### src/hdl/hrs_pkg.sv
// hrs_pkg: shared types, constants and functions for the hex ring/spiral generator
// no dependencies; used by hrs_front, hrs_cmd_fifo, hrs_walk and the top level

package hrs_pkg;

  // largest ring distance walked; larger requests saturate to it
  localparam logic [2:0] MAX_RADIUS = 3'd4;

  // command queue between front and walker
  localparam int CMD_DEPTH = 2;

  // classified request handed from front to walker
  typedef struct packed {
    logic [15:0] cq;     // center q
    logic [15:0] cr;     // center r
    logic [2:0]  k0;     // first ring walked (0 = center first)
    logic [5:0]  cnt;    // cells to emit, never zero
  } cmd_t;

  // number of cells in the full listing
  function automatic logic [5:0] cell_count(input logic op, input logic [2:0] k);
    logic [5:0] kw;
    logic [5:0] res;
    kw = {3'b000, k};
    if (op) begin
      res = 6'd1 + 6'd3 * kw * (kw + 6'd1);
    end else if (k == 3'd0) begin
      res = 6'd1;
    end else begin
      res = kw * 6'd6;
    end
    return res;
  endfunction

  // axial step along side direction 0..5
  function automatic logic [15:0] dir_dq(input logic [2:0] side);
    logic [15:0] d;
    case (side)
      3'd0, 3'd1: d = 16'h0001;
      3'd3, 3'd4: d = 16'hFFFF;
      default:    d = 16'h0000;
    endcase
    return d;
  endfunction

  function automatic logic [15:0] dir_dr(input logic [2:0] side);
    logic [15:0] d;
    case (side)
      3'd4, 3'd5: d = 16'h0001;
      3'd1, 3'd2: d = 16'hFFFF;
      default:    d = 16'h0000;
    endcase
    return d;
  endfunction

endpackage

### src/hdl/hex_ring_spiral_generator_core.sv
// hex_ring_spiral_generator_core: top level of the hex ring / spiral cell generator
// depends on hrs_pkg, hrs_front, hrs_cmd_fifo, hrs_walk
//
//   channel   handshake           payload                              transaction
//   request   push / full         op center_q center_r radius limit    push & !full
//   cell      empty / pop         cell_q cell_r position last          pop & !empty
//
// one cell comes out per cycle while the walker is busy and the output is drained;
// a request is loaded into the walker and then emits its cells, at most 61 for a radius 4 spiral
// the walker loads the next command from the queue only while it is idle
// reset (rst, synchronous) empties the command queue and the output register
// the front keeps taking requests while the walker stalls, until the two-entry queue fills
// a request with limit 0 is taken and produces no cell

module hex_ring_spiral_generator_core (
  input  logic               clk,
  input  logic               rst,
  // request side
  input  logic               push,
  output logic               full,
  input  logic               op,
  input  logic signed [15:0] center_q,
  input  logic signed [15:0] center_r,
  input  logic [2:0]         radius,
  input  logic [5:0]         limit,
  // cell side
  output logic               empty,
  input  logic               pop,
  output logic signed [15:0] cell_q,
  output logic signed [15:0] cell_r,
  output logic [5:0]         position,
  output logic               last
);

  // front to queue
  logic          q_full;
  logic          q_push;
  hrs_pkg::cmd_t q_wdata;

  // queue to walker
  logic          cmd_valid;
  logic          cmd_pop;
  hrs_pkg::cmd_t cmd;

  // walker output register
  logic          out_valid;
  logic [15:0]   out_q;
  logic [15:0]   out_r;

  // classify requests: saturate radius, clip the cell count to limit
  hrs_front u_front (
    .push     (push),
    .full     (full),
    .op       (op),
    .center_q (center_q),
    .center_r (center_r),
    .radius   (radius),
    .limit    (limit),
    .q_full   (q_full),
    .q_push   (q_push),
    .q_data   (q_wdata)
  );

  // decouples request acceptance from the cell walk
  hrs_cmd_fifo u_fifo (
    .clk      (clk),
    .rst      (rst),
    .wr_en    (q_push),
    .wr_data  (q_wdata),
    .full     (q_full),
    .rd_en    (cmd_pop),
    .rd_valid (cmd_valid),
    .rd_data  (cmd)
  );

  // walk rings, one cell per cycle into the output register while the output is drained
  hrs_walk u_walk (
    .clk       (clk),
    .rst       (rst),
    .cmd_valid (cmd_valid),
    .cmd       (cmd),
    .cmd_pop   (cmd_pop),
    .out_valid (out_valid),
    .out_pop   (pop),
    .out_q     (out_q),
    .out_r     (out_r),
    .out_pos   (position),
    .out_last  (last)
  );

  assign empty  = !out_valid;
  assign cell_q = out_q;
  assign cell_r = out_r;

endmodule

### src/hdl/hrs_front.sv
// hrs_front: accepts requests, saturates the radius and works out how many cells to emit
// depends on hrs_pkg

module hrs_front (
  input  logic              push,
  output logic              full,
  input  logic              op,
  input  logic [15:0]       center_q,
  input  logic [15:0]       center_r,
  input  logic [2:0]        radius,
  input  logic [5:0]        limit,
  input  logic              q_full,
  output logic              q_push,
  output hrs_pkg::cmd_t     q_data
);

  logic [2:0] rad_sat;
  logic [5:0] cells;
  logic [5:0] cnt;

  always_comb begin
    rad_sat = (radius > hrs_pkg::MAX_RADIUS) ? hrs_pkg::MAX_RADIUS : radius;
    cells   = hrs_pkg::cell_count(op, rad_sat);
    cnt     = (limit < cells) ? limit : cells;
    q_data.cq  = center_q;
    q_data.cr  = center_r;
    q_data.k0  = op ? 3'd0 : rad_sat;
    q_data.cnt = cnt;
  end

  assign full   = q_full;
  // a request with nothing to emit is taken and dropped here
  assign q_push = push && !q_full && (cnt != 6'd0);

endmodule

### src/hdl/hrs_cmd_fifo.sv
// hrs_cmd_fifo: short command queue between the front and the walker
// depends on hrs_pkg

module hrs_cmd_fifo (
  input  logic          clk,
  input  logic          rst,
  input  logic          wr_en,
  input  hrs_pkg::cmd_t wr_data,
  output logic          full,
  input  logic          rd_en,
  output logic          rd_valid,
  output hrs_pkg::cmd_t rd_data
);

  localparam int PtrW = $clog2(hrs_pkg::CMD_DEPTH);
  localparam int CntW = $clog2(hrs_pkg::CMD_DEPTH + 1);

  hrs_pkg::cmd_t      mem [hrs_pkg::CMD_DEPTH];
  logic [PtrW-1:0]    wr_ptr;
  logic [PtrW-1:0]    rd_ptr;
  logic [CntW-1:0]    count;
  logic               do_wr;
  logic               do_rd;

  assign full     = (count == CntW'(hrs_pkg::CMD_DEPTH));
  assign rd_valid = (count != '0);
  assign rd_data  = mem[rd_ptr];
  assign do_wr    = wr_en && !full;
  assign do_rd    = rd_en && rd_valid;

  always_ff @(posedge clk) begin
    if (do_wr) begin
      mem[wr_ptr] <= wr_data;
    end
  end

  always_ff @(posedge clk) begin
    if (rst) begin
      wr_ptr <= '0;
      rd_ptr <= '0;
      count  <= '0;
    end else begin
      if (do_wr) begin
        wr_ptr <= (wr_ptr == PtrW'(hrs_pkg::CMD_DEPTH - 1)) ? '0 : wr_ptr + PtrW'(1);
      end
      if (do_rd) begin
        rd_ptr <= (rd_ptr == PtrW'(hrs_pkg::CMD_DEPTH - 1)) ? '0 : rd_ptr + PtrW'(1);
      end
      if (do_wr && !do_rd) begin
        count <= count + CntW'(1);
      end else if (do_rd && !do_wr) begin
        count <= count - CntW'(1);
      end
    end
  end

endmodule

### src/hdl/hrs_walk.sv
// hrs_walk: walks rings cell by cell and holds the result in an output register
// depends on hrs_pkg

module hrs_walk (
  input  logic          clk,
  input  logic          rst,
  input  logic          cmd_valid,
  input  hrs_pkg::cmd_t cmd,
  output logic          cmd_pop,
  output logic          out_valid,
  input  logic          out_pop,
  output logic [15:0]   out_q,
  output logic [15:0]   out_r,
  output logic [5:0]    out_pos,
  output logic          out_last
);

  logic        busy;
  logic [15:0] cq;
  logic [15:0] cr;
  logic [15:0] q;
  logic [15:0] r;
  logic [2:0]  k;
  logic [2:0]  side;
  logic [2:0]  step;
  logic [5:0]  pos;
  logic [5:0]  cnt;

  logic        emit;
  logic        is_last;
  logic        side_end;
  logic        ring_end;
  logic [2:0]  k_next;

  assign cmd_pop  = !busy && cmd_valid;
  assign emit     = busy && (!out_valid || out_pop);
  assign is_last  = (pos == cnt - 6'd1);
  assign side_end = (step == k - 3'd1);
  assign ring_end = (k == 3'd0) || (side_end && side == 3'd5);
  assign k_next   = k + 3'd1;

  // walk state
  always_ff @(posedge clk) begin
    if (rst) begin
      busy <= 1'b0;
    end else if (cmd_pop) begin
      busy <= 1'b1;
    end else if (emit && is_last) begin
      busy <= 1'b0;
    end
  end

  always_ff @(posedge clk) begin
    if (cmd_pop) begin
      cq   <= cmd.cq;
      cr   <= cmd.cr;
      cnt  <= cmd.cnt;
      k    <= cmd.k0;
      q    <= cmd.cq - {13'd0, cmd.k0};
      r    <= cmd.cr + {13'd0, cmd.k0};
      side <= 3'd0;
      step <= 3'd0;
      pos  <= 6'd0;
    end else if (emit) begin
      pos <= pos + 6'd1;
      if (ring_end) begin
        // next ring starts one step out along direction 4
        k    <= k_next;
        q    <= cq - {13'd0, k_next};
        r    <= cr + {13'd0, k_next};
        side <= 3'd0;
        step <= 3'd0;
      end else begin
        q <= q + hrs_pkg::dir_dq(side);
        r <= r + hrs_pkg::dir_dr(side);
        if (side_end) begin
          step <= 3'd0;
          side <= side + 3'd1;
        end else begin
          step <= step + 3'd1;
        end
      end
    end
  end

  // output register
  always_ff @(posedge clk) begin
    if (rst) begin
      out_valid <= 1'b0;
    end else if (emit) begin
      out_valid <= 1'b1;
    end else if (out_pop) begin
      out_valid <= 1'b0;
    end
  end

  always_ff @(posedge clk) begin
    if (emit) begin
      out_q    <= q;
      out_r    <= r;
      out_pos  <= pos;
      out_last <= is_last;
    end
  end

endmodule

### config.mk
export PLATFORM = sky130hd
export DESIGN_NAME = hex_ring_spiral_generator_core
export DESIGN_NICKNAME = d
export VERILOG_FILES = /design/src/hdl/hrs_pkg.sv /design/src/hdl/hex_ring_spiral_generator_core.sv /design/src/hdl/hrs_front.sv /design/src/hdl/hrs_cmd_fifo.sv /design/src/hdl/hrs_walk.sv
export SDC_FILE = /design/constraint.sdc
export NUM_CORES = 1
export LEC_CHECK = 0
export ABC_CLOCK_PERIOD_IN_PS = 14300
export BUFFER_PORTS_ARGS = -buffer_cell sky130_fd_sc_hd__buf_4
export CORE_ASPECT_RATIO = 1.4
export CORE_UTILIZATION = 55
export DETAILED_ROUTE_END_ITERATION = 7
export GPL_TIMING_DRIVEN = 0
export PLACE_DENSITY = 0.82
export SYNTH_ARGS = -nofsm -noshare
export SYNTH_HDL_FRONTEND = slang
export SYNTH_SLANG_ARGS = --single-unit
### constraint.sdc
create_clock -name clk -period 14.3 [get_ports clk]
set_input_delay 0.715 -clock clk [delete_from_list [all_inputs] [get_ports clk]]
set_output_delay 0.715 -clock clk [all_outputs]
set_load 0.02 [all_outputs]
### Word level (Yosys, flattened, before mapping)

Memories as Yosys holds them, arrays and structs flattened. A register that Yosys moved wholly into a read port is not among the register bits.
Index checks and enable logic that the tools add are counted.

| operators by class | value |
|---|---|
| multipliers | 3 |
| equal/unequal tests | 8 |
| multiplexer cells | 38 |
| add/subtract/negate cells | 18 |
| magnitude comparators | 2 |
| reductions and logical operators | 34 |

Operators with widths:

| operator | count |
|---|---|
| 2-to-1 mux 16 bit | 12 |
| one-hot mux 16 bit (2 select lines) | 2 |
| adder 16 bit | 2 |
| adder 16 x 3 -> 16 bit | 2 |
| subtractor 16 x 3 -> 16 bit | 2 |
| 2-to-1 mux 3 bit | 9 |
| 2-to-1 mux 6 bit | 3 |
| nonzero test 2 bit | 7 |
| logical AND 1 bit | 10 |
| 2-to-1 mux 1 bit | 10 |
| adder 3 x 1 -> 3 bit (second input constant) | 3 |
| logical NOT 3 bit | 3 |
| OR reduction 2 bit | 4 |
| adder 1 x 6 -> 6 bit (first input constant) | 1 |
| adder 6 x 1 -> 6 bit (second input constant) | 1 |
| equality test 3 x 2 -> 1 bit (second input constant) | 2 |
| equality test 3 bit (second input constant) | 2 |
| equality test 6 bit | 1 |
| < comparator 6 bit | 1 |
| multiplier 5 x 6 -> 6 bit | 1 |
| nonzero test 6 bit | 1 |
| subtractor 6 x 1 -> 6 bit (second input constant) | 1 |
| logical NOT 1 bit | 5 |
| multiplier 2 x 3 -> 5 bit (first input constant) | 1 |
| 13 further kinds | 17 |

| storage, ports and cells | value |
|---|---|
| output and inout port bits | 41 |
| memory bits (writable) | 82 |
| flip-flop bits (word level) | 130 |
| memories | 1 |
| bits of input ports | 46 |
| word-level logic and storage cells | 122 |

Memories:

| memory | words | width | rd ports | clocked after memory_dff | wr ports | RTL line | RTL |
|---|---|---|---|---|---|---|---|
| u_fifo.mem | 2 | 41 | 1 | 1 | 1 | hrs_cmd_fifo.sv:18 | `hrs_pkg::cmd_t mem [hrs_pkg::CMD_DEPTH];` |

### Logic depth before layout (Yosys ltp)

| logic depth | value |
|---|---|
| word-level depth | 15 |
| gate-level depth with buffers | 20 |
| depth with buffers taken out | 19 |

### Cells and area by module

Synthesis repeated with hierarchy kept, for this count alone.

| unflattened totals | value |
|---|---|
| cells, all modules | 1008 |
| area, all modules | 11722.5 um2 |

Modules (own cells, without submodules):

| module | sequential area each (um2) | cells each | area an instance (um2) | instances |
|---|---|---|---|---|
| hrs_walk | 3643.5 | 752 | 7813.7 | 1 |
| hrs_cmd_fifo | 2562.5 | 153 | 3169.3 | 1 |
| hrs_front | 0.0 | 102 | 735.7 | 1 |
| hex_ring_spiral_generator_core | 0.0 | 1 | 3.8 | 1 |

### Worst setup path after synthesis

No wires, ideal clock.

| timing path | value |
|---|---|
| kind | input -> register |
| from | input port radius[2] |
| to | memory u_fifo.mem[0][0] (netlist bit) (enable) |
| cell stages on the path | 15 |
| buffers on the path | 1 |
| required time | 13.810 ns |
| slack | 7.749 ns |
| setup time | 0.490 ns |
| arrival time | 6.061 ns |
| cell sequence | clkbuf_1 -> inv_1 -> nand2_1 -> inv_1 -> ha_1 -> ha_1 -> o31ai_1 -> xor2_1 -> nand2_1 -> o21ai_0 -> ha_1 -> o2111ai_1 -> o31ai_1 -> mux2i_1 -> nor3_1 |

| on the way | value |
|---|---|
| word-level cells in the longest chain between the ends | 13 |
| elaborated cells on any way between the ends | 17 |
| classes of those cells | 2 x add/sub; 3 x mul; 2 x order compare; 6 x mux; 4 x reduce/logical |

RTL lines:

| element | RTL line | RTL |
|---|---|---|
| start: declaration | hex_ring_spiral_generator_core.sv:24 | `input logic [2:0] radius,` |
| > comparator 3 bit | hrs_front.sv:22 | `rad_sat = (radius > hrs_pkg::MAX_RADIUS) ? hrs_pkg::MAX_RADIUS : radius;` |
| 2-to-1 mux 3 bit * | hrs_front.sv:22 |  |
| multiplier 2 x 3 -> 5 bit / adder 3 x 1 -> 4 bit (equally long branches) | hrs_pkg.sv:26, hrs_pkg.sv:30 |  |
| multiplier 5 x 6 -> 6 bit | hrs_pkg.sv:26 | `res = 6'd1 + 6'd3 * kw * (kw + 6'd1);` |
| adder 1 x 6 -> 6 bit | hrs_pkg.sv:26 |  |
| 2-to-1 mux 6 bit * | hrs_pkg.sv:25 | `if (op) begin` |
| < comparator 6 bit | hrs_front.sv:24 | `cnt = (limit < cells) ? limit : cells;` |
| 2-to-1 mux 6 bit * | hrs_front.sv:24 |  |
| nonzero test 6 bit * | hrs_front.sv:33 | `assign q_push = push && !q_full && (cnt != 6'd0);` |
| logical AND 1 bit * | hrs_front.sv:33 |  |
| logical AND 1 bit * | hrs_cmd_fifo.sv:28 | `assign do_wr = wr_en && !full;` |
| 2-to-1 mux 1 bit * | hrs_cmd_fifo.sv:32 | `if (do_wr) begin` |
| 2-to-1 mux 1 bit (implied by the code) * | hrs_cmd_fifo.sv:33 | `mem[wr_ptr] <= wr_data;` |
| end: declaration | hrs_cmd_fifo.sv:18 |  |

Mark *: on every way between the ends. The rest lies on a longest branch, timed or not.

### Worst setup path in the final report

| timing path | value |
|---|---|
| from | input port radius[2] |
| to | memory u_fifo.mem[0][24] (netlist bit) (enable) |

Same word-level chain as after synthesis.

==> impl_metrics.yaml <==
placement:
  dp_cells: 1285
  gp_congestion: 0.910
  dp_slack_ns: 9.06
  portBuffers: 86
  hpwl_mm: 17.1
sta:
  period_needed_ns: 4.75
  period_share_pct: 33.2
  setup_viol: 0
  fmax_mhz: 211
  tns_ns: 0
  slew_headroom_pct: 18.3
  hold_viol: 0
  worst_pin_slew_ns: 1.22
  setup_ws_ns: 9.55
  maxSlewViolCount: 0
  final.setup_skew_ns: 0.0193
  rsz0062_at_grt: "false"
pwr:
  leakagePower_nw: 4.88
  power.density_mw_per_mm2: 221
  peakVddDrop_mv: 0.0922
detailed_routing:
  drt-vias-per-instance: 5.77
  vias: 7624
  drt_iter0_drc: 642
  drcViolationCount: 0
  wirelength_mm: 22.4
  antenna_left: 0
  wl_per_cell_um: 16.9
  drt-pass1-iter-count: 5
setup_path:
  r2r_cells: 15
  r2r_slack_ns: 9.92
  crit_type: "input pin to flip-flop"
  r2r_end: "u_walk.r[13]$_DFFE_PP_"
  cp_max_fo: 13
  worstSetupEndpointType: "flip-flop"
  required_ns: 14.50
  crit_path_start_kind: "input pin"
  cp_data_arrival_time_ns: 4.95
floorplan:
  core_area_mm2: 0.0199
  std_cell_rows: 61
  dieArea_mm2: 0.0210
  start_util_pct: 56.3
  dieWidth_um: 123
  die-height_um: 171
  top_level_ports: 87
hold_path:
  whs_endpoint: "u_fifo.mem[0][21]$_DFFE_PP_"
  hp-class: "input pin to flip-flop"
  whs_path_depth: 1
  min_from: "center_r[12]"
clocking:
  clock_sinks: 213
  cts_resized: 0
  path_clk_slew_ns: 0.06
  htree_levels: 1
  post-cts-setup-buffer-count: 0
  clk_path_buf_depth: 3
  ctsHoldBuffers: 0
  cts-buffers-inserted: 21
  cts_tree: "done"
  clk_latency_ns: 0.50
  root_buffer: "clkbuf_16"
cells_and_area:
  final_cell_mix: "edfxtp_1 (194), buf_4 (86), nor2_1 (70)"
  drive_gt1_share_pct: 16.1
  area_growth_syn_to_layout_pct: 15.0
  n_antenna_cell: 0
  final_cells: 1322
  post-route-util_pct: 64.8
  final_common_cell: "edfxtp_1"
  fin_nets: 1171
global_routing:
  grt_pass1_vias: 7484
  grt_max_degree: 42
  grt_pass1_wl_mm: 36.5
  grt_usage_pct: 22.1
  globalRoute.totalOverflow: 0
  antenna_found_initial: 0
synth:
  synth.net_count: 1056
  synth.yosys.warnings: 0
  netlist_instances: 941
  avgSynthCellArea_um2: 11.9
  synthArstFlopShare_pct: 0
  synth.distinct_cells: 63
  synth-seq-area-share_pct: 55.3
  synth_enable_flop_cells: 194
  ys_seq_elements: 213
  dominantRegCellSynth: "edfxtp_1"
  syn_area_mm2: 0.0112
job:
  maxCapViolCount: 0
run_status:
  status: "finished, final reports clean"
-- state kept, by name, indices dropped and copies added, names as in the netlist, named ones only --
name and flops:
u_walk.q 16, u_fifo.rd_ptr 1, u_walk.busy 1, u_walk.out_r 16, u_walk.cr 16, u_walk.step 3
u_walk.side 3, u_walk.pos 6, u_fifo.mem 82, u_walk.cnt 6, u_walk.out_pos 6, u_fifo.count 2
u_fifo.wr_ptr 1, u_walk.out_valid 1, u_walk.k 3, u_walk.cq 16, u_walk.out_last 1, u_walk.r 16
u_walk.out_q 16
-- worst max-delay path by stage --
stage | start | slack, ns | to | cells after the start
6_report | radius[2] | 9.55 | u_fifo.mem[0][24]$_DFFE_PP_ | 18
3_5_place_dp | radius[2] | 9.06 | u_fifo.mem[0][21]$_DFFE_PP_ | 18
4_1_cts | radius[2] | 9.53 | u_fifo.mem[0][24]$_DFFE_PP_ | 18
2_1_floorplan | radius[2] | 7.75 | u_fifo.mem[0][0]$_DFFE_PP_ | 15
5_1_grt | radius[2] | 9.25 | u_fifo.mem[0][24]$_DFFE_PP_ | 18
3_3_place_gp | radius[2] | 5.97 | u_fifo.mem[0][22]$_DFFE_PP_ | 16
-- where the power goes --
| group | leakage [nW] | switching, W | total (W) | internal [W] |
|---|---|---|---|---|
| Combinational | 2.59 | 0.000751 | 0.00124 | 0.000489 |
| Clock | 0.308 | 0.000219 | 0.000506 | 0.000287 |
| Sequential | 1.98 | 0.000114 | 0.00111 | 0.000995 |
-- final cells by class --
type | count | area, um2
clock buffers | 25 | 541
inverters | 45 | 169
multi-input cells | 659 | 4750
clock inverters | 12 | 82.6
flip-flops and latches | 213 | 6210
plain buffers | 24 | 105
fillers | 1536 | 7020
repair buffers | 92 | 739
well taps | 252 | 315
-- worst max-delay path, stage by stage --
cell	delay (ns)
buf_4	0.09
clkbuf_1	0.30
inv_1	0.12
nand2_1	0.16
inv_1	0.08
ha_1	0.24
ha_1	0.36
o31ai_1	0.30
xor2_1	0.18
nand2_1	0.06
o21ai_0	0.16
ha_1	0.27
o2111ai_1	0.11
o31ai_1	0.39
mux2i_1	0.20
nor3_2	0.72
buf_6	0.27
buf_6	0.18
-- cell usage after synthesis, types with 3 or more instances --
cell type / number / share of area, %
fa_1: 6 / 1.1
buf_2: 4 / 0.18
a211oi_2: 3 / 0.33
or3_1: 5 / 0.28
edfxtp_1: 194 / 52
o211ai_1: 11 / 0.74
a21oi_1: 66 / 2.9
nor2b_1: 19 / 1.1
nor4b_1: 3 / 0.23
ha_1: 63 / 7.0
a311oi_1: 3 / 0.23
nand2b_1: 11 / 0.61
or4_1: 3 / 0.20
o22ai_1: 11 / 0.61
o21bai_1: 5 / 0.33
mux2_2: 30 / 3.0
a211oi_1: 8 / 0.54
o2111ai_1: 3 / 0.23
clkbuf_1: 17 / 0.57
nor3_1: 22 / 0.98
inv_1: 45 / 1.5
nand3_1: 20 / 0.89
nor4_1: 5 / 0.28
xnor2_1: 56 / 4.4
a21o_1: 12 / 0.80
and3_1: 6 / 0.33
o21a_1: 4 / 0.27
or2_2: 4 / 0.22
a31oi_1: 8 / 0.45
nor2_1: 70 / 2.3
o31ai_1: 3 / 0.20
o21ai_0: 45 / 2.0
mux2i_1: 19 / 1.7
and2_1: 6 / 0.33
xor2_1: 41 / 3.2
nand2_1: 54 / 1.8
nand4_1: 7 / 0.39
dfxtp_1: 19 / 3.4
-- metal layers --
layer,GRT usage (%),vias up,part of all wire [%]
li1,-,3715,-
met5,0,-,0
met3,2.57,57,5.1
met2,38.6,270,50
met4,8.75,0,3.3
met1,27.7,3582,41
-- logic make-up (layout without fill, tap and decap cells) --
family | Yosys count | in the layout | share of synthesized area, %
AO/OA/AOI/OAI | 194 | 194 | 10.6
XOR/XNOR | 97 | 97 | 7.57
adder cells (fa/ha/maj) | 69 | 69 | 8.10
buffers and inverters | 69 | 198 | 2.42
flip-flops | 213 | 213 | 55.3
multiplexers | 49 | 49 | 4.71
AND/OR/NAND/NOR | 250 | 250 | 11.3
-- per-stage QoR --
step	hold slack, ns	total power, W	area (um2)
5_1_grt	0.392	0.00305	12900
4_1_cts	0.396	0.00286	12900
3_5_place_dp	0.444	0.00234	12300
2_1_floorplan	0.433	0.00198	11200
3_3_place_gp	0.443	0.00228	12200
6_report	0.405	0.00285	12900
Power figures use the tool's default switching activity.
